File: config.mk
export PLATFORM = sky130hd
export DESIGN_NAME = i2c_memory_transaction_sequencer_top
export DESIGN_NICKNAME = d
export VERILOG_FILES = /design/src/hdl/i2cmts_pkg.sv /design/src/hdl/i2cmts_out_reg.sv /design/src/hdl/i2c_memory_transaction_sequencer_top.sv
export SDC_FILE = /design/constraint.sdc
export NUM_CORES = 1
export LEC_CHECK = 0
export ABC_AREA = 1
export BUFFER_PORTS_ARGS = -buffer_cell sky130_fd_sc_hd__buf_2
export CORE_ASPECT_RATIO = 1.1
export CORE_MARGIN = 2
export CORE_UTILIZATION = 59
export CTS_BUF_LIST = sky130_fd_sc_hd__clkbuf_16
export CTS_CLUSTER_SIZE = 24
export DETAILED_ROUTE_END_ITERATION = 16
export GPL_ROUTABILITY_DRIVEN = 0
export PLACE_DENSITY = 0.84
export REMOVE_ABC_BUFFERS = 1
export SYNTH_ARGS = -nofsm -noshare
export SYNTH_HDL_FRONTEND = slang
export SYNTH_HIERARCHICAL = 1
export SYNTH_SLANG_ARGS = --single-unit
File: constraint.sdc
create_clock -name clk_i -period 8.9 [get_ports clk_i]
set_input_delay 0.89 -clock clk_i [delete_from_list [all_inputs] [get_ports clk_i]]
set_output_delay 0.89 -clock clk_i [all_outputs]
set_load 0.005 [all_outputs]
File: src/hdl/i2cmts_pkg.sv
package i2cmts_pkg;

  // Input item function codes
  localparam logic [1:0] FUNC_BEGIN_RD = 2'd0;
  localparam logic [1:0] FUNC_BEGIN_WR = 2'd1;
  localparam logic [1:0] FUNC_BUS_DONE = 2'd2;

  // Commands to the byte-level bus engine
  localparam logic [2:0] CMD_NONE   = 3'd0;
  localparam logic [2:0] CMD_START  = 3'd1;
  localparam logic [2:0] CMD_STOP   = 3'd2;
  localparam logic [2:0] CMD_SEND   = 3'd3;
  localparam logic [2:0] CMD_RXACK  = 3'd4;
  localparam logic [2:0] CMD_RXNACK = 3'd5;

  // Engine status codes that mean acknowledged
  localparam logic [7:0] ST_MT_SLA_ACK  = 8'h18;
  localparam logic [7:0] ST_MT_DATA_ACK = 8'h28;
  localparam logic [7:0] ST_MR_SLA_ACK  = 8'h40;

  // Transaction error codes
  localparam logic [2:0] ERR_OK         = 3'd0;
  localparam logic [2:0] ERR_CTRLW_NACK = 3'd1;
  localparam logic [2:0] ERR_ADDRH_NACK = 3'd2;
  localparam logic [2:0] ERR_ADDRL_NACK = 3'd3;
  localparam logic [2:0] ERR_CTRLR_NACK = 3'd4;
  localparam logic [2:0] ERR_DATA_NACK  = 3'd5;

  // R/W bit of the control byte
  localparam logic RW_WRITE = 1'b0;
  localparam logic RW_READ  = 1'b1;

  typedef struct packed {
    logic [2:0] bus_cmd;
    logic [7:0] tx_byte;
    logic       rx_valid;
    logic [7:0] rx_byte;
    logic       done_res;
    logic [2:0] error_code;
  } result_t;

endpackage

File: src/hdl/i2cmts_out_reg.sv
module i2cmts_out_reg (
  input  logic                 clk_i,
  input  logic                 rst_ni,
  input  logic                 load_valid_i,
  output logic                 load_ready_o,
  input  i2cmts_pkg::result_t  res_i,
  output logic                 out_valid_o,
  input  logic                 out_stall_i,
  output i2cmts_pkg::result_t  res_o
);

  logic                valid_q;
  i2cmts_pkg::result_t res_q;

  // The register can take a new result when empty or when its content leaves now.
  assign load_ready_o = !valid_q || !out_stall_i;

  always_ff @(posedge clk_i or negedge rst_ni) begin
    if (!rst_ni) begin
      valid_q <= 1'b0;
    end else if (load_ready_o) begin
      valid_q <= load_valid_i;
    end
  end

  always_ff @(posedge clk_i) begin
    if (load_ready_o && load_valid_i) begin
      res_q <= res_i;
    end
  end

  assign out_valid_o = valid_q;
  assign res_o       = res_q;

endmodule

File: src/hdl/i2c_memory_transaction_sequencer_top.sv
// Random read / page write sequencer for an I2C memory, driving a byte-level
// bus engine. Every input transfer (begin read, begin write, or bus step done)
// yields exactly one result transfer carrying the next engine command, any
// received data byte and the end-of-transaction status. Items pass through an
// input register and a result register: one item per clock is sustained while
// the output is not stalled, and each result is registered in the result register.
// The transaction phase update in the decode stage sets this rate.
// Configuration writes must only happen while no transaction is in flight.
module i2c_memory_transaction_sequencer_top #(
  parameter int ADDR_BITS = 16
) (
  input  logic                 clk_i,
  input  logic                 rst_ni,
  // configuration
  input  logic                 cfg_we_i,
  input  logic                 cfg_idx_i,
  input  logic [6:0]           cfg_wdata_i,
  // input channel
  input  logic                 in_valid_i,
  output logic                 in_stall_o,
  input  logic [1:0]           func_i,
  input  logic [15:0]          maddr_i,
  input  logic [7:0]           length_i,
  input  logic [7:0]           wr_data_i,
  input  logic [7:0]           bus_status_i,
  input  logic [7:0]           bus_rx_byte_i,
  // result channel
  output logic                 out_valid_o,
  input  logic                 out_stall_i,
  output logic [2:0]           bus_cmd_o,
  output logic [7:0]           tx_byte_o,
  output logic                 rx_valid_o,
  output logic [7:0]           rx_byte_o,
  output logic                 done_res_o,
  output logic [2:0]           error_code_o
);

  localparam logic CFG_DEVICE_ADDRESS = 1'b0;
  localparam logic CFG_ADDRESS_BYTES  = 1'b1;

  typedef enum logic [3:0] {
    PH_IDLE,
    PH_START,
    PH_CTRLW,
    PH_ADDRH,
    PH_ADDRL,
    PH_WDATA,
    PH_RSTART,
    PH_CTRLR,
    PH_RDATA
  } phase_e;

  // configuration
  logic [6:0] dev_addr_q;
  logic [1:0] addr_bytes_q;

  // transaction state
  phase_e                 phase_q, phase_d;
  logic                   is_read_q, is_read_d;
  logic [ADDR_BITS-1:0]   target_q, target_d;
  logic [7:0]             bytes_left_q, bytes_left_d;

  // input register
  logic        s1_valid_q;
  logic [1:0]  func_q;
  logic [15:0] maddr_q;
  logic [7:0]  length_q;
  logic [7:0]  wr_data_q;
  logic [7:0]  status_q;
  logic [7:0]  rx_byte_q;

  logic                in_accept;
  logic                out_ready;
  logic                s1_fire;
  logic [15:0]         target_ext;
  logic [7:0]          bytes_dec;
  i2cmts_pkg::result_t res;
  i2cmts_pkg::result_t res_out;

  assign in_stall_o = s1_valid_q && !out_ready;
  assign in_accept  = in_valid_i && !in_stall_o;
  assign s1_fire    = s1_valid_q && out_ready;
  assign target_ext = 16'(target_q);
  assign bytes_dec  = bytes_left_q - 8'd1;

  always_ff @(posedge clk_i or negedge rst_ni) begin
    if (!rst_ni) begin
      dev_addr_q   <= 7'd80;
      addr_bytes_q <= 2'd2;
    end else if (cfg_we_i) begin
      case (cfg_idx_i)
        CFG_DEVICE_ADDRESS: dev_addr_q   <= cfg_wdata_i;
        CFG_ADDRESS_BYTES:  addr_bytes_q <= cfg_wdata_i[1:0];
        default: ;
      endcase
    end
  end

  always_ff @(posedge clk_i or negedge rst_ni) begin
    if (!rst_ni) begin
      s1_valid_q <= 1'b0;
    end else if (in_accept) begin
      s1_valid_q <= 1'b1;
    end else if (s1_fire) begin
      s1_valid_q <= 1'b0;
    end
  end

  always_ff @(posedge clk_i) begin
    if (in_accept) begin
      func_q     <= func_i;
      maddr_q    <= maddr_i;
      length_q   <= length_i;
      wr_data_q  <= wr_data_i;
      status_q   <= bus_status_i;
      rx_byte_q  <= bus_rx_byte_i;
    end
  end

  // Next command and phase for the item in the input register.
  always_comb begin
    res          = '0;
    phase_d      = phase_q;
    is_read_d    = is_read_q;
    target_d     = target_q;
    bytes_left_d = bytes_left_q;

    if (func_q == i2cmts_pkg::FUNC_BEGIN_RD || func_q == i2cmts_pkg::FUNC_BEGIN_WR) begin
      // a begin item while busy is dropped with an empty result
      if (phase_q == PH_IDLE) begin
        is_read_d    = (func_q == i2cmts_pkg::FUNC_BEGIN_RD);
        target_d     = maddr_q[ADDR_BITS-1:0];
        bytes_left_d = length_q;
        phase_d      = PH_START;
        res.bus_cmd  = i2cmts_pkg::CMD_START;
      end
    end else if (func_q == i2cmts_pkg::FUNC_BUS_DONE) begin
      case (phase_q)
        PH_IDLE: ;
        PH_START: begin
          res.bus_cmd = i2cmts_pkg::CMD_SEND;
          res.tx_byte = {dev_addr_q, i2cmts_pkg::RW_WRITE};
          phase_d     = PH_CTRLW;
        end
        PH_CTRLW: begin
          if (status_q != i2cmts_pkg::ST_MT_SLA_ACK) begin
            res.done_res   = 1'b1;
            res.error_code = i2cmts_pkg::ERR_CTRLW_NACK;
            phase_d        = PH_IDLE;
          end else if (addr_bytes_q[1]) begin
            res.bus_cmd = i2cmts_pkg::CMD_SEND;
            res.tx_byte = target_ext[15:8];
            phase_d     = PH_ADDRH;
          end else begin
            res.bus_cmd = i2cmts_pkg::CMD_SEND;
            res.tx_byte = target_ext[7:0];
            phase_d     = PH_ADDRL;
          end
        end
        PH_ADDRH: begin
          if (status_q != i2cmts_pkg::ST_MT_DATA_ACK) begin
            res.done_res   = 1'b1;
            res.error_code = i2cmts_pkg::ERR_ADDRH_NACK;
            phase_d        = PH_IDLE;
          end else begin
            res.bus_cmd = i2cmts_pkg::CMD_SEND;
            res.tx_byte = target_ext[7:0];
            phase_d     = PH_ADDRL;
          end
        end
        PH_ADDRL: begin
          if (status_q != i2cmts_pkg::ST_MT_DATA_ACK) begin
            res.done_res   = 1'b1;
            res.error_code = i2cmts_pkg::ERR_ADDRL_NACK;
            phase_d        = PH_IDLE;
          end else if (is_read_q) begin
            res.bus_cmd = i2cmts_pkg::CMD_START;
            phase_d     = PH_RSTART;
          end else if (bytes_left_q == 8'd0) begin
            res.bus_cmd  = i2cmts_pkg::CMD_STOP;
            res.done_res = 1'b1;
            phase_d      = PH_IDLE;
          end else begin
            res.bus_cmd = i2cmts_pkg::CMD_SEND;
            res.tx_byte = wr_data_q;
            phase_d     = PH_WDATA;
          end
        end
        PH_WDATA: begin
          if (status_q != i2cmts_pkg::ST_MT_DATA_ACK) begin
            res.done_res   = 1'b1;
            res.error_code = i2cmts_pkg::ERR_DATA_NACK;
            phase_d        = PH_IDLE;
          end else begin
            bytes_left_d = bytes_dec;
            if (bytes_dec == 8'd0) begin
              res.bus_cmd  = i2cmts_pkg::CMD_STOP;
              res.done_res = 1'b1;
              phase_d      = PH_IDLE;
            end else begin
              res.bus_cmd = i2cmts_pkg::CMD_SEND;
              res.tx_byte = wr_data_q;
            end
          end
        end
        PH_RSTART: begin
          res.bus_cmd = i2cmts_pkg::CMD_SEND;
          res.tx_byte = {dev_addr_q, i2cmts_pkg::RW_READ};
          phase_d     = PH_CTRLR;
        end
        PH_CTRLR: begin
          if (status_q != i2cmts_pkg::ST_MR_SLA_ACK) begin
            res.done_res   = 1'b1;
            res.error_code = i2cmts_pkg::ERR_CTRLR_NACK;
            phase_d        = PH_IDLE;
          end else if (bytes_left_q == 8'd0) begin
            res.bus_cmd  = i2cmts_pkg::CMD_STOP;
            res.done_res = 1'b1;
            phase_d      = PH_IDLE;
          end else begin
            res.bus_cmd = (bytes_left_q > 8'd1) ? i2cmts_pkg::CMD_RXACK
                                                : i2cmts_pkg::CMD_RXNACK;
            phase_d     = PH_RDATA;
          end
        end
        PH_RDATA: begin
          // receive status is not checked
          res.rx_valid = 1'b1;
          res.rx_byte  = rx_byte_q;
          bytes_left_d = bytes_dec;
          if (bytes_dec == 8'd0) begin
            res.bus_cmd  = i2cmts_pkg::CMD_STOP;
            res.done_res = 1'b1;
            phase_d      = PH_IDLE;
          end else begin
            res.bus_cmd = (bytes_dec > 8'd1) ? i2cmts_pkg::CMD_RXACK
                                             : i2cmts_pkg::CMD_RXNACK;
          end
        end
        default: phase_d = PH_IDLE;
      endcase
    end
  end

  always_ff @(posedge clk_i or negedge rst_ni) begin
    if (!rst_ni) begin
      phase_q      <= PH_IDLE;
      is_read_q    <= 1'b0;
      target_q     <= '0;
      bytes_left_q <= 8'd0;
    end else if (s1_fire) begin
      phase_q      <= phase_d;
      is_read_q    <= is_read_d;
      target_q     <= target_d;
      bytes_left_q <= bytes_left_d;
    end
  end

  i2cmts_out_reg u_out_reg (
    .clk_i        (clk_i),
    .rst_ni       (rst_ni),
    .load_valid_i (s1_valid_q),
    .load_ready_o (out_ready),
    .res_i        (res),
    .out_valid_o  (out_valid_o),
    .out_stall_i  (out_stall_i),
    .res_o        (res_out)
  );

  assign bus_cmd_o    = res_out.bus_cmd;
  assign tx_byte_o    = res_out.tx_byte;
  assign rx_valid_o   = res_out.rx_valid;
  assign rx_byte_o    = res_out.rx_byte;
  assign done_res_o   = res_out.done_res;
  assign error_code_o = res_out.error_code;

  // A finished transaction leaves the sequencer idle for the next item.
  a_done_goes_idle: assert property (@(posedge clk_i) disable iff (!rst_ni)
    s1_fire && res.done_res |=> phase_q == PH_IDLE)
    else $error("phase not idle after transaction end");

  // Received data only rides with a receive or the closing stop.
  a_rx_with_cmd: assert property (@(posedge clk_i) disable iff (!rst_ni)
    out_valid_o && rx_valid_o |->
      bus_cmd_o == i2cmts_pkg::CMD_RXACK || bus_cmd_o == i2cmts_pkg::CMD_RXNACK ||
      bus_cmd_o == i2cmts_pkg::CMD_STOP)
    else $error("rx data without receive or stop");

  // An error ends the transaction with no bus command.
  a_error_no_cmd: assert property (@(posedge clk_i) disable iff (!rst_ni)
    out_valid_o && error_code_o != i2cmts_pkg::ERR_OK |->
      done_res_o && bus_cmd_o == i2cmts_pkg::CMD_NONE)
    else $error("error result carries a command");

endmodule

=== After elaboration in Yosys (flattened, before gate mapping) ===
Index checks and enable logic that the tools add are counted.

* Bits in registers: 114
* Bits in latches: 0
* Memory bits (writable): 0
* ROM bits: 0
* Input port bits: 63
* Output and inout port bits: 26
* Word-level logic and storage cells: 122
* Memories: 0

* Add/sub/neg operators: 1
* $mul: 0
* Div/mod/pow operators: 0
* Order comparisons: 2
* Eq/ne operators: 16
* Shifts and indexed selects: 0
* Multiplexer cells: 56
* Bitwise logic cells: 3
* Reductions and logical operators: 24

{| class="wikitable"
|+ Operators with widths
! kind !! number
|-
| 8-bit 2-to-1 mux || 8
|-
| 8-bit case mux with 6 select lines || 1
|-
| 3-bit 2-to-1 mux || 13
|-
| 4-bit 2-to-1 mux || 9
|-
| 4-bit case mux with 9 select lines || 1
|-
| 24-bit 2-to-1 mux || 1
|-
| 11-bit 2-to-1 mux || 2
|-
| 3-bit case mux with 7 select lines || 1
|-
| 10-bit 2-to-1 mux || 2
|-
| 4-bit by 3-bit == test with 1-bit output, second input constant || 4
|-
| 8-bit by 1-bit > comparator with 1-bit output, second input constant || 2
|-
| 8-bit zero test || 2
|-
| 8-bit case mux with 2 select lines || 1
|-
| 3-bit case mux with 5 select lines || 1
|-
| 1-bit 2-to-1 mux || 13
|-
| 9-bit 2-to-1 mux || 1
|-
| 4-bit by 2-bit == test with 1-bit output, second input constant || 2
|-
| 8-bit by 5-bit != test with 1-bit output, second input constant || 1
|-
| 8-bit by 6-bit != test with 1-bit output, second input constant || 1
|-
| 8-bit by 7-bit != test with 1-bit output, second input constant || 1
|-
| 8-bit by 1-bit subtractor with 8-bit output, second input constant || 1
|-
| 1-bit case mux with 6 select lines || 1
|-
| 5-bit AND reduction || 1
|-
| 4-bit by 1-bit == test with 1-bit output, second input constant || 1
|-
| other kinds (20) || 31
|}

=== Depth between registers and ports, before layout ===
Gate-level depths: netlist of run 1.

* Depth after elaboration: 7
* Gate-level depth with buffers: 12
* Depth with buffers taken out: 12

=== Cells and area by module ===
Netlist of run 1, hierarchy kept.

{| class="wikitable"
|+ Modules (own cells, without submodules)
! module !! times used !! cells each !! area an instance (um^2) !! seq. area each (um^2)
|-
| i2c_memory_transaction_sequencer_top || 1 || 429 || 4,067.7 || 2,456.1
|-
| i2cmts_out_reg || 1 || 29 || 762.0 || 745.7
|}

=== Worst setup path before layout of run 1 ===
OpenSTA, ideal clock, no wires.

* Path kind: input-to-reg
* Start point: input port out_stall_i
* End point: register func_q[0] (enable)
* Setup time: 0.458 ns
* Arrival: 3.234 ns
* Data required time: 8.442 ns
* Slack: 5.208 ns
* Stages on the path: 5
* Path buffers: 0
* Cells stage by stage: nand2_1 inv_1 nand2_1 inv_1 nor2_1

* Cells in the longest elaborated chain, start to end: 6

{| class="wikitable"
|+ RTL lines
! what !! RTL line !! source
|-
| from (decl) || i2c_memory_transaction_sequencer_top.sv:29 || <nowiki>input logic out_stall_i,</nowiki>
|-
| 1-bit zero test || i2cmts_out_reg.sv:16 || <nowiki>assign load_ready_o = !valid_q || !out_stall_i;</nowiki>
|-
| 1-bit logical OR || i2cmts_out_reg.sv:16 ||
|-
| 1-bit zero test || i2c_memory_transaction_sequencer_top.sv:80 || <nowiki>assign in_stall_o = s1_valid_q && !out_ready;</nowiki>
|-
| 1-bit logical AND || i2c_memory_transaction_sequencer_top.sv:80 ||
|-
| named net in_stall_o || i2c_memory_transaction_sequencer_top.sv:20 || <nowiki>output logic in_stall_o,</nowiki>
|-
| 1-bit zero test || i2c_memory_transaction_sequencer_top.sv:81 || <nowiki>assign in_accept = in_valid_i && !in_stall_o;</nowiki>
|-
| 1-bit logical AND || i2c_memory_transaction_sequencer_top.sv:81 ||
|-
| named net in_accept || i2c_memory_transaction_sequencer_top.sv:72 || <nowiki>logic in_accept;</nowiki>
|-
| to (signal assigned) || i2c_memory_transaction_sequencer_top.sv:111 || <nowiki>func_q <= func_i;</nowiki>
|-
| to (decl) || i2c_memory_transaction_sequencer_top.sv:65 || <nowiki>logic [1:0] func_q;</nowiki>
|}

The timed path passes the listed nets, and every way through them passes these cells.
A chain may end at the register's enable or synchronous reset.

=== Worst setup path in the final report of run 1 ===
* Start point: register bytes_left_q[0]
* End point: register u_out_reg.res_q (netlist bit u_out_reg/res_o[17]), data pin

* Cells in the longest elaborated chain, start to end: 5
* Elaborated cells on any way between the ends: 9
* Classes of those cells: 1 x add/sub; 6 x mux; 2 x reduce/logical

{| class="wikitable"
|+ RTL lines
! what !! RTL line !! source
|-
| from (decl) || i2c_memory_transaction_sequencer_top.sv:61 || <nowiki>logic [7:0] bytes_left_q, bytes_left_d;</nowiki>
|-
| from (signal assigned) || i2c_memory_transaction_sequencer_top.sv:255 || <nowiki>bytes_left_q <= bytes_left_d;</nowiki>
|-
| 8-bit by 1-bit subtractor with 8-bit output / 8-bit zero test (equally long branches) || i2c_memory_transaction_sequencer_top.sv:84, i2c_memory_transaction_sequencer_top.sv:179 ||
|-
| 8-bit zero test / 8-bit 2-to-1 mux (equally long branches) || i2c_memory_transaction_sequencer_top.sv:196, i2c_memory_transaction_sequencer_top.sv:179 ||
|-
| 8-bit 2-to-1 mux, on equally long branches || i2c_memory_transaction_sequencer_top.sv:196, i2c_memory_transaction_sequencer_top.sv:176 ||
|-
| 10-bit 2-to-1 mux / 11-bit 2-to-1 mux (equally long branches) || i2c_memory_transaction_sequencer_top.sv:190, i2c_memory_transaction_sequencer_top.sv:172 ||
|-
| 8-bit case mux with 6 select lines (*) || i2c_memory_transaction_sequencer_top.sv:138 || <nowiki>case (phase_q)</nowiki>
|-
| to (signal assigned) || i2cmts_out_reg.sv:28 || <nowiki>res_q <= res_i;</nowiki>
|-
| to (decl) || i2cmts_out_reg.sv:13 || <nowiki>i2cmts_pkg::result_t res_q;</nowiki>
|}

Mark *: on every way between the ends. The rest lies on a longest branch, timed or not.

==> results of run 1 <==
where the power goes:
| part | internal (W) | switching (W) | total, W |
|---|---|---|---|
| clock | 0.000437 | 0.000236 | 0.000673 |
| sequential | 0.000662 | 0.0000679 | 0.000730 |
| combinational | 0.000111 | 0.000211 | 0.000322 |
| total | 0.00121 | 0.000514 | 0.00173 |
layer usage:
layer	part of all wire, %	GRT usage, %	vias to the layer above
li1	-	-	1741
met1	39	28.7	1703
met2	51	42.9	188
met3	7.7	7.80	33
met4	2.3	10.4	0
met5	0	0	-
placed cells by master (no fill, tap or decap), types with 6 or more instances in the layout:
cell type  Yosys  routed
a21oi_1       22      21
nand4_1        6       6
edfxtp_1      74      74
dfrtp_1       36      36
mux2_2         6       6
nor2_1        44      43
buf_2          4      88
nand3_1       13      13
clkbuf_16      0      17
inv_1         33      34
o21ai_0       16      16
nand2_1      145     145
nor2_2         8       8
cell type report:
type                            instances  area (um2)
Sequential cell                       113        3200
Fill cell                             513        1930
Multi-Input combinational cell        299        1460
Timing Repair Buffer                   90         455
Clock buffer                           17         425
Clock inverter                         15         168
Inverter                               38         144
Tap cell                              108         135
state kept, by name, summed over array words and instances, names as in the netlist:
| name | cells |
|---|---|
| is_read_q | 1 |
| u_out_reg/out_valid_o | 1 |
| u_out_reg/res_o | 24 |
| status_q | 8 |
| s1_valid_q | 1 |
| dev_addr_q | 7 |
| phase_q | 4 |
| wr_data_q | 8 |
| addr_bytes_q | 1 |
| func_q | 2 |
| maddr_q | 16 |
| bytes_left_q | 8 |
| rx_byte_q | 8 |
| target_ext | 16 |
| length_q | 8 |
kinds of logic after synthesis:
| family | count (synthesis) |
|---|---|
| adders and majority gates | 5 |
| xor gates and xnor gates | 2 |
| buffers and inverters | 46 |
| DFF | 113 |
| AOI/OAI and AO/OA | 55 |
| and+or+nand+nor | 231 |
| muxes | 6 |
how the worst max path moves through the flow:
stage | cells past startpoint | from | slack, ns | end
after floorplan | 5 | out_stall_i | 5.21 | func_q[0]
after global placement | 10 | out_stall_i | 6.41 | bytes_left_q[1]
after detailed placement | 10 | out_stall_i | 6.34 | bytes_left_q[3]
after CTS | 6 | out_stall_i | 6.61 | in_stall_o
after global routing | 9 | phase_q[1] | 6.41 | bytes_left_q[6]
final | 10 | bytes_left_q[0] | 6.58 | u_out_reg/res_o[17]
critical path: cells and delay by family (launching register included):
kind / cells / cell delay (ns)
adder cells (fa/ha/maj): 1 / 0.34
flip-flops: 1 / 0.42
AND/OR/NAND/NOR: 6 / 0.78
AO/OA/AOI/OAI: 1 / 0.08
XOR/XNOR: 1 / 0.20
buffers and inverters: 1 / 0.22
stage by stage:
stage | setup slack [ns] | power, W | hold WS, ns
detailed placement | 6.34 | 0.00104 | 0.428
CTS | 6.61 | 0.00172 | 0.441
floorplan | 5.21 | 0.000940 | 0.418
finish | 6.58 | 0.00173 | 0.438
global placement | 6.41 | 0.00102 | 0.424
global route | 6.41 | 0.00180 | 0.457
==> qor.txt, run 1 <==
FF-to-FF path depth -> 10
synth unique cells -> 34
diode count -> 0
CTS Root Cell -> clkbuf_16
DIE HEIGHT -> 98.9 um
main combinational cell family by area after synthesis -> simple AND/OR/NAND/NOR gates
top cells by area, synth -> edfxtp_1 46%, dfrtp_1 19%, nand2_1 11%, nor2_1 3.4%, inv_1 2.6%
hold path startpoint -> maddr_q[3]
Critical Path Slowest Stage Cell -> dfrtp_1
most numerous cell in the Yosys netlist -> nand2_1
adder-cell share of the synthesized area -> 1.30%
vias in the first global route -> 3,665
DR WL/cell -> 15.0 um
first-pass GRT wire length -> 17,000 um
maximum vdd drop -> 0.183 mV
Worst EP required -> 9.04 ns
TritonCTS clock tree -> yes
CP max FO -> 7
IO Count -> 89
prevailing post-synth register cell -> edfxtp_1
reg2reg start -> bytes_left_q[0]
Resized cells post-CTS -> 0
CP cell instances -> inv_1, ha_1, xnor2_1, nand3_1, nor2_1, nand3_2, nand2_4, nand2_4, nand2_1, a21oi_1
Yosys top cell by area -> edfxtp_1
Non-Filler Instances -> 680
H-tree level count -> 4
status -> finished clean
antenna-violating nets left -> 0
multiplexer share of the synthesized area -> 1.40%
Worst Setup End Kind -> flop
WP data arrival -> 2.45 ns
I/O Buffers -> 88
Seq/Total Area, Yosys -> 66.3%
fraction of layout cells with a size suffix above 1 -> 27.6%
CTS buffer count -> 17
Placed Cells -> 648
hold path cells -> 2
crit share post-route -> 26.0%
DRT Pass-1 Iters -> 7
Reg2Reg Setup Slack -> 6.58 ns
Vias per Instance -> 5.39
Final Net Count -> 627
largest net degree at the start of global routing -> 51
hold_buf cts -> 0
Setup Buffers After CTS -> 0
Max Cap Viol -> 0
Max clock buf depth -> 2
fmax -> 432 MHz
clock slew at reported path FFs -> 0.06 ns
Overall Global Routing Usage -> 24.8%
RSZ-0062 raised after global routing -> false
Leakage -> 2.64 nW
PwrDens -> 288 mW/mm2
Crit Path Category -> reg2reg
final worst path period need -> 2.32 ns
final hold vios -> 0
Yosys warnings -> 6
Initial Utilization -> 61.0%
die area -> 0.00893 mm2
synth cell count leaders -> 145 x nand2_1, 74 x edfxtp_1, 44 x nor2_1, 36 x dfrtp_1, 33 x inv_1
EDFF count, synth -> 74
initial antenna violation count -> 0
via count -> 3,665
cell mode on critical path -> nand2_4
gr ovfl total -> 0
Layout Utilization -> 75.6%
post-synth design cell area -> 0.00483 mm2
startpoint types -> flop
CTS sink cnt -> 113
Core Box Area -> 0.00791 mm2
placed cell area -> 0.00539 mm2
crit-path max cell delay -> 0.42 ns
Synth top area share -> 46.0%
Fin Setup TNS -> 0 ns
Synth Area in Compound Gates -> 6.30%
simple-gate share of the synthesized area -> 20.6%
Max Slew Vio Count -> 0
clock skew -> 0.00873 ns
worst skew pair latency -> 0.42 ns
Final Instance Area -> 0.00599 mm2
mean post-synth cell area -> 10.5 um2
Synth Instances -> 458
drt first-iter violations -> 306
Post-Route WL -> 10,200 um
width of the die -> 90.3 um
relative slew slack -> 38.9%
HP Class -> reg2reg
Syn-to-layout area delta -> 23.9%
worst-margin pin slew -> 0.917 ns
post-synthesis register bit count -> 113
Final HPWL DP -> 6470 um
Final Setup Violations -> 0
fraction of registers with async set/reset -> 34.5%
DRC viols -> 0
XOR/XNOR Fraction of Synth Area -> 0.363%
reg-to-reg endpoint -> u_out_reg/res_o[17]
num rows -> 34
WHS Endpoint -> target_ext[3]
Power figures use the tool's default switching activity.
==> inputs of run 2 (changes only) <==
--- a/config.mk
+++ b/config.mk
@@ -5,16 +5,16 @@
 export SDC_FILE = /design/constraint.sdc
 export NUM_CORES = 1
 export LEC_CHECK = 0
-export ABC_AREA = 1
+export ABC_AREA = 0
 export BUFFER_PORTS_ARGS = -buffer_cell sky130_fd_sc_hd__buf_2
 export CORE_ASPECT_RATIO = 1.1
 export CORE_MARGIN = 2
-export CORE_UTILIZATION = 59
+export CORE_UTILIZATION = 55
 export CTS_BUF_LIST = sky130_fd_sc_hd__clkbuf_16
 export CTS_CLUSTER_SIZE = 24
 export DETAILED_ROUTE_END_ITERATION = 16
 export GPL_ROUTABILITY_DRIVEN = 0
-export PLACE_DENSITY = 0.84
+export PLACE_DENSITY = 0.79
 export REMOVE_ABC_BUFFERS = 1
 export SYNTH_ARGS = -nofsm -noshare
 export SYNTH_HDL_FRONTEND = slang
==> constraint.sdc (replaced) <==
create_clock -name clk_i -period 2.2 [get_ports clk_i]
set_input_delay 0.22 -clock clk_i [delete_from_list [all_inputs] [get_ports clk_i]]
set_output_delay 0.22 -clock clk_i [all_outputs]
set_load 0.005 [all_outputs]
==> run 2 against run 1 <==
The flow now finishes with violations (negative setup slack). Non-clock buffer count increased by 92. Clock skew is 0.0028 ns lower. Final cell count shrank 1.8%. Routed wire length up 31%. Hold slack got worse by 0.42 ns. Area after synthesis is 0.26% lower. Power rose to 4.4 times the previous value. Clock-buffer cell count is the same. Sequential power rose to 4.0 times the previous value. Core utilization grew 6.2 points. Critical endpoint is now u_out_reg/res_o[23].
==> qor.txt, run 2 <==
status -> finished, violations left (was finished clean)
violated checks -> negative setup slack
WHS Endpoint -> wr_data_q[7] (was target_ext[3])
post-synth design cell area -> 0.00482 mm2 (was 0.00483 mm2)
CTS buffer count -> 17 (unchanged)
CP cell instances -> buf_6, or3_4, o31a_1, or3_4, or3_4, a21oi_2, nor2_1 (was inv_1, ha_1, xnor2_1, nand3_1, nor2_1, nand3_2, nand2_4, nand2_4, nand2_1, a21oi_1)
Max clock buf depth -> 2 (unchanged)
Yosys warnings -> 6 (unchanged)
antenna-violating nets left -> 0 (unchanged)
IO Count -> 89 (unchanged)
Synth Instances -> 358 (was 458)
cell mode on critical path -> or3_4 (was nand2_4)
Initial Utilization -> 57.0% (was 61.0%)
Final Setup Violations -> 15 (was 0)
FF-to-FF path depth -> 7 (was 10)
TritonCTS clock tree -> yes (unchanged)
Final HPWL DP -> 7280 um (was 6470 um)
Core Box Area -> 0.00845 mm2 (was 0.00791 mm2)
worst skew pair latency -> 0.40 ns (was 0.42 ns)
HP Class -> in2reg (was reg2reg)
mean post-synth cell area -> 13.5 um2 (was 10.5 um2)
Post-Route WL -> 13,300 um (was 10,200 um)
Largest register FFs -> 24 (unchanged)
synth unique cells -> 56 (was 34)
Syn-to-layout area delta -> 43.6% (was 23.9%)
Crit Path Category -> reg2reg (unchanged)
DIE HEIGHT -> 102 um (was 98.9 um)
top cells by area, synth -> edfxtp_1 46%, dfrtp_1 19%, mux2_2 5.6%, a21oi_1 2.4%, o21ai_0 2.0% (was edfxtp_1 46%, dfrtp_1 19%, nand2_1 11%, nor2_1 3.4%, inv_1 2.6%)
maximum vdd drop -> 0.712 mV (was 0.183 mV)
Final Instance Area -> 0.00692 mm2 (was 0.00599 mm2)
most frequent cells in the layout -> 88 x buf_2, 74 x edfxtp_1, 50 x dlygate4sd3_1 (was 145 x nand2_1, 88 x buf_2, 74 x edfxtp_1)
hold path startpoint -> wr_data_i[7] (was maddr_q[3])
final worst path period need -> 2.49 ns (was 2.32 ns)
Placed Cells -> 578 (was 648)
largest net degree at the start of global routing -> 40 (was 51)
Final Net Count -> 612 (was 627)
post-route setup slack -> -0.289 ns (was 6.58 ns)
CTS Root Cell -> clkbuf_16 (unchanged)
drt first-iter violations -> 469 (was 306)
DRC viols -> 0 (unchanged)
Reg2Reg Setup Slack -> -0.29 ns (was 6.58 ns)
I/O Buffers -> 88 (unchanged)
via count -> 3,962 (was 3,665)
initial antenna violation count -> 0 (unchanged)
H-tree level count -> 4 (unchanged)
reg-to-reg endpoint -> u_out_reg/res_o[23] (was u_out_reg/res_o[17])
fillcell total -> 414 (was 513)
RSZ-0062 raised after global routing -> true (was false)
reg2reg start -> bytes_left_q[0] (unchanged)
commonest non-fill, non-tap cell in the layout -> buf_2 (was nand2_1)
EDFF count, synth -> 74 (unchanged)
Multi-input gate area -> 0.00167 mm2 (was 0.00146 mm2)
PwrDens -> 1090 mW/mm2 (was 288 mW/mm2)
Worst Setup End Kind -> flop (unchanged)
Synth top area share -> 46.1% (was 46.0%)
crit share post-route -> 113% (was 26.0%)
fmax -> 402 MHz (was 432 MHz)
clock skew -> 0.00590 ns (was 0.00873 ns)
Worst EP required -> 2.34 ns (was 9.04 ns)
clock slew at reported path FFs -> 0.05 ns (was 0.06 ns)
hold path cells -> 1 (was 2)
Overall Global Routing Usage -> 28.3% (was 24.8%)
most numerous cell in the Yosys netlist -> edfxtp_1 (was nand2_1)
gr ovfl total -> 0 (unchanged)
Yosys top cell by area -> edfxtp_1 (unchanged)
WP data arrival -> 2.63 ns (was 2.45 ns)
die area -> 0.00952 mm2 (was 0.00893 mm2)
DRT Pass-1 Iters -> 10 (was 7)
fraction of layout cells with a size suffix above 1 -> 40.4% (was 27.6%)
num rows -> 35 (was 34)
relative slew slack -> 39.1% (was 38.9%)
synth cell count leaders -> 74 x edfxtp_1, 36 x dfrtp_1, 25 x nor2_1, 24 x mux2_2, 23 x a21oi_1 (was 145 x nand2_1, 74 x edfxtp_1, 44 x nor2_1, 36 x dfrtp_1, 33 x inv_1)
crit-path leading delay family -> simple AND/OR/NAND/NOR gates (unchanged)
DR WL/cell -> 19.9 um (was 15.0 um)
Seq/Total Area, Yosys -> 66.5% (was 66.3%)
Max Cap Viol -> 0 (unchanged)
post-synthesis register bit count -> 113 (unchanged)
worst-margin pin slew -> 0.913 ns (was 0.917 ns)
Non-Filler Instances -> 668 (was 680)
CTS sink cnt -> 113 (unchanged)
CP max FO -> 3 (was 7)
CP Buf/Inv Count -> 1 (unchanged)
prevailing post-synth register cell -> edfxtp_1 (unchanged)
Leakage -> 2.79 nW (was 2.64 nW)
placed cell area -> 0.00562 mm2 (was 0.00539 mm2)
Vias per Instance -> 5.93 (was 5.39)
startpoint types -> flop (unchanged)
width of the die -> 93.2 um (was 90.3 um)
Max Slew Vio Count -> 0 (unchanged)
diode count -> 0 (unchanged)
fraction of registers with async set/reset -> 34.5% (unchanged)
Critical Path Slowest Stage Cell -> or3_4 (was dfrtp_1)
FF+latch area -> 0.00320 mm2 (unchanged)
final hold vios -> 0 (unchanged)
vias in the first global route -> 3,991 (was 3,665)
first-pass GRT wire length -> 19,900 um (was 17,000 um)
crit-path max cell delay -> 0.41 ns (was 0.42 ns)
-- run 2: per-layer routing --
| layer | vias up | global-route usage, % | share of wire [%] |
|---|---|---|---|
| li1 | 1743 | - | - |
| met1 | 1869 | 33.0 | 35 |
| met2 | 273 | 49.4 | 51 |
| met3 | 77 | 5.75 | 8.6 |
| met4 | 0 | 15.6 | 4.9 |
| met5 | - | 0 | 0 |
-- run 2: report_power, final --
part	internal [W]	switching, W	total, W
Combinational	0.000948	0.00101	0.00195
Sequential	0.00268	0.000271	0.00295
Clock	0.00168	0.000994	0.00267
Total	0.00530	0.00227	0.00757
-- run 2: kinds of logic after synthesis --
logic type / share of synthesized area, %
flip-flops: 66.5
AND/OR/NAND/NOR: 12.6
AO/OA/AOI/OAI: 11.3
multiplexers: 5.82
buffers and inverters: 2.13
adder cells (fa/ha/maj): 1.30
XOR/XNOR: 0.364
-- run 2: stage by stage --
| stage | hold WS [ns] | worst slack [ns] | total power, W | util, % | setup TNS (ns) |
|---|---|---|---|---|---|
| after floorplan | -0.0756 | -0.228 | 0.00376 | - | -8.02 |
| after global placement | 0.191 | -0.211 | 0.00433 | 66.4 | -2.00 |
| after detailed placement | 0.206 | -0.319 | 0.00441 | 66.4 | -3.03 |
| after CTS | 0.00488 | -0.141 | 0.00724 | 80.1 | -1.57 |
| after global routing | 0.0105 | -0.329 | 0.00781 | 81.8 | -3.92 |
| final | 0.0150 | -0.289 | 0.00757 | 81.8 | -3.47 |
-- run 2: final cells by class --
type	count	share of cell area, %
Clock buffer	17	6.15
Clock inverter	15	2.28
Inverter	8	0.434
Multi-Input combinational cell	222	24.1
Sequential cell	113	46.3
Tap cell	111	2.01
Timing Repair Buffer	182	18.7
-- run 2: worst max path at each step --
stage,startpoint,to,slack [ns],depth (start not counted)
after CTS,bytes_left_q[0],u_out_reg/res_o[15],-0.14,6
after global routing,bytes_left_q[0],u_out_reg/res_o[17],-0.33,7
after detailed placement,bytes_left_q[1],u_out_reg/res_o[18],-0.32,8
after global placement,bytes_left_q[1],u_out_reg/res_o[21],-0.21,8
after floorplan,bytes_left_q[0],u_out_reg/res_o[13],-0.23,8
final,bytes_left_q[0],u_out_reg/res_o[23],-0.29,7
-- run 2: repair_timing --
item / in CTS / in global routing
endpoints found under the setup margin: 14 / 20
hold buffers: 50 / 0
gates cloned: 1 / 0
resized for setup: 16 / 28
setup buffers: 3 / 4
hold endpoints to repair: 66 / 0
pin swaps: 8 / 16
==> inputs of run 3 (changes only) <==
--- a/config.mk
+++ b/config.mk
@@ -7,14 +7,15 @@
 export LEC_CHECK = 0
 export ABC_AREA = 0
 export BUFFER_PORTS_ARGS = -buffer_cell sky130_fd_sc_hd__buf_2
+export CAP_MARGIN = 25
 export CORE_ASPECT_RATIO = 1.1
 export CORE_MARGIN = 2
-export CORE_UTILIZATION = 55
+export CORE_UTILIZATION = 50
 export CTS_BUF_LIST = sky130_fd_sc_hd__clkbuf_16
 export CTS_CLUSTER_SIZE = 24
 export DETAILED_ROUTE_END_ITERATION = 16
 export GPL_ROUTABILITY_DRIVEN = 0
-export PLACE_DENSITY = 0.79
+export PLACE_DENSITY = 0.76
 export REMOVE_ABC_BUFFERS = 1
 export SYNTH_ARGS = -nofsm -noshare
 export SYNTH_HDL_FRONTEND = slang
==> constraint.sdc (replaced) <==
create_clock -name clk_i -period 2.1 [get_ports clk_i]
set_input_delay 0.21 -clock clk_i [delete_from_list [all_inputs] [get_ports clk_i]]
set_output_delay 0.21 -clock clk_i [all_outputs]
set_load 0.005 [all_outputs]
==> run 3 against run 2 <==
The flow still finishes with violations (negative setup slack). Critical path depth increased by 1. Routed wire length is 4.9% lower. Final cell count up 2.2%. Cell area up 1.3%. Flip-flop and latch count unchanged. Global-route usage is 4.0 points lower. Clock skew grew 0.0070 ns. Register-to-register slack lost 0.10 ns. Largest cell class unchanged.
==> qor.txt, run 3 (synthesized netlist as in run 2, its figures left out) <==
antenna-violating nets left -> 0 (unchanged)
Max Cap Viol -> 0 (unchanged)
Initial Utilization -> 51.5% (was 57.0%)
maximum vdd drop -> 0.584 mV (was 0.712 mV)
Worst Setup End Kind -> flop (unchanged)
Overall Global Routing Usage -> 24.3% (was 28.3%)
TritonCTS clock tree -> yes (unchanged)
relative slew slack -> 33.8% (was 39.1%)
via count -> 3,874 (was 3,962)
CP max FO -> 6 (was 3)
vias in the first global route -> 4,063 (was 3,991)
num rows -> 37 (was 35)
Vias per Instance -> 5.67 (was 5.93)
clock skew -> 0.0129 ns (was 0.00590 ns)
Final Net Count -> 621 (was 612)
commonest non-fill, non-tap cell in the layout -> buf_2 (unchanged)
NetSw -> 0.00233 W (was 0.00227 W)
Crit Path Category -> reg2reg (unchanged)
hold_ws -> 0.00961 ns (was 0.0150 ns)
Final Setup Violations -> 15 (unchanged)
Max clock buf depth -> 2 (unchanged)
crit share post-route -> 119% (was 113%)
worst-margin pin slew -> 0.992 ns (was 0.913 ns)
largest net degree at the start of global routing -> 51 (was 40)
I/O Buffers -> 88 (unchanged)
die area -> 0.0104 mm2 (was 0.00952 mm2)
startpoint types -> flop (unchanged)
status -> finished, violations left (unchanged)
dpl ws -> -0.455 ns (was -0.319 ns)
width of the die -> 97.6 um (was 93.2 um)
gr ovfl total -> 0 (unchanged)
Post-Route WL -> 12,700 um (was 13,300 um)
DRC viols -> 0 (unchanged)
Pint -> 0.00531 W (was 0.00530 W)
H-tree level count -> 4 (unchanged)
drt first-iter violations -> 511 (was 469)
first-pass GRT wire length -> 19,700 um (was 19,900 um)
clock slew at reported path FFs -> 0.06 ns (was 0.05 ns)
diode count -> 0 (unchanged)
DIE HEIGHT -> 107 um (was 102 um)
worst skew pair latency -> 0.41 ns (was 0.40 ns)
CTS buffer count -> 17 (unchanged)
Gate power share -> 25.8% (about the same)
Leakage -> 2.84 nW (was 2.79 nW)
PwrDens -> 1090 mW/mm2 (about the same)
RSZ-0062 raised after global routing -> true (unchanged)
Worst EP required -> 2.22 ns (was 2.34 ns)
Largest register FFs -> 24 (unchanged)
Non-Filler Instances -> 683 (was 668)
total power -> 0.00765 W (was 0.00757 W)
clock network fraction of total power -> 33.9% (was 35.3%)
WP data arrival -> 2.61 ns (was 2.63 ns)
Placed Cells -> 592 (was 578)
Syn-to-layout area delta -> 45.4% (was 43.6%)
Layout Utilization -> 74.9% (was 81.8%)
final worst path period need -> 2.49 ns (about the same)
final hold vios -> 0 (unchanged)
post-route setup slack -> -0.393 ns (was -0.289 ns)
fraction of layout cells with a size suffix above 1 -> 42.2% (was 40.4%)
Core Box Area -> 0.00935 mm2 (was 0.00845 mm2)
HP Class -> in2reg (unchanged)
initial antenna violation count -> 0 (unchanged)
Max Slew Vio Count -> 0 (unchanged)
violated checks -> negative setup slack (unchanged)
CTS Root Cell -> clkbuf_16 (unchanged)
Final HPWL DP -> 7230 um (was 7280 um)
DRT Pass-1 Iters -> 9 (was 10)
DR WL/cell -> 18.5 um (was 19.9 um)
Seq pwr share -> 40.3% (was 38.9%)
IO Count -> 89 (unchanged)
most frequent cells in the layout -> 88 x buf_2, 74 x edfxtp_1, 51 x dlygate4sd3_1 (was 88 x buf_2, 74 x edfxtp_1, 50 x dlygate4sd3_1)
switch share -> 30.5% (was 30.0%)
CTS sink cnt -> 113 (unchanged)
fmax -> 401 MHz (was 402 MHz)
-- run 3: area by class of cell --
| cell class | count | area [um2] |
|---|---|---|
| Sequential cell | 113 | 3200 |
| Fill cell | 594 | 2350 |
| Multi-Input combinational cell | 222 | 1710 |
| Timing Repair Buffer | 191 | 1380 |
| Clock buffer | 17 | 425 |
| Tap cell | 117 | 146 |
| Clock inverter | 15 | 110 |
| Inverter | 8 | 30.0 |
-- run 3: path summary, 6_finish.rpt --
kind	from	to	slack, ns	cells past startpoint
setup / recovery	bytes_left_q[1]	u_out_reg/res_o[21]	-0.39	8
setup reg to reg	bytes_left_q[1]	u_out_reg/res_o[21]	-0.39	8
max in group asynchronous	rst_ni	dev_addr_q[6]	1.50	3
min in group asynchronous	rst_ni	target_ext[0]	0.13	2
hold / removal	in_valid_i	s1_valid_q	0.01	2
hold reg to reg	maddr_q[15]	target_ext[15]	0.48	1
-- run 3: layer usage --
| layer | part of all wire, % | global-route usage, % |
|---|---|---|
| met2 | 53 | 42.2 |
| met3 | 6.1 | 5.74 |
| met4 | 3.1 | 12.7 |
| met1 | 38 | 28.2 |
| met5 | 0 | 0 |
-- run 3: worst max-delay path: stages, from the launching register on --
cell	delay [ns]
dfrtp_1	0.41
inv_2	0.10
ha_4	0.13
or3b_4	0.40
xor2_2	0.21
nand3b_1	0.19
o31a_4	0.44
nor3_4	0.21
a22oi_1	0.11
-- run 3: repair_timing --
| item | CTS | global route |
|---|---|---|
| pin swaps | 4 | 20 |
| buffers inserted | 2 | 4 |
| hold endpoints to repair | 86 | 0 |
| gates cloned | 1 | 0 |
| hold buffers | 51 | 0 |
| setup endpoints to repair | 24 | 24 |
| gates resized for setup | 16 | 36 |
-- run 3: metrics by stage --
step / TNS [ns] / cell area [um2]
after floorplan: -16.82 / 4740
after global placement: -3.57 / 5700
after detailed placement: -5.19 / 5700
after CTS: -3.24 / 6830
after global routing: -5.52 / 7010
final: -4.33 / 7010
-- run 3: power by group through the flow --
stage	clock (W)	sequential [W]	combinational, W
floorplan	0	0.00309	0.000850
global placement	0	0.00307	0.00151
detailed placement	0	0.00309	0.00157
CTS	0.00261	0.00305	0.00178
global route	0.00272	0.00312	0.00211
finish	0.00259	0.00308	0.00197
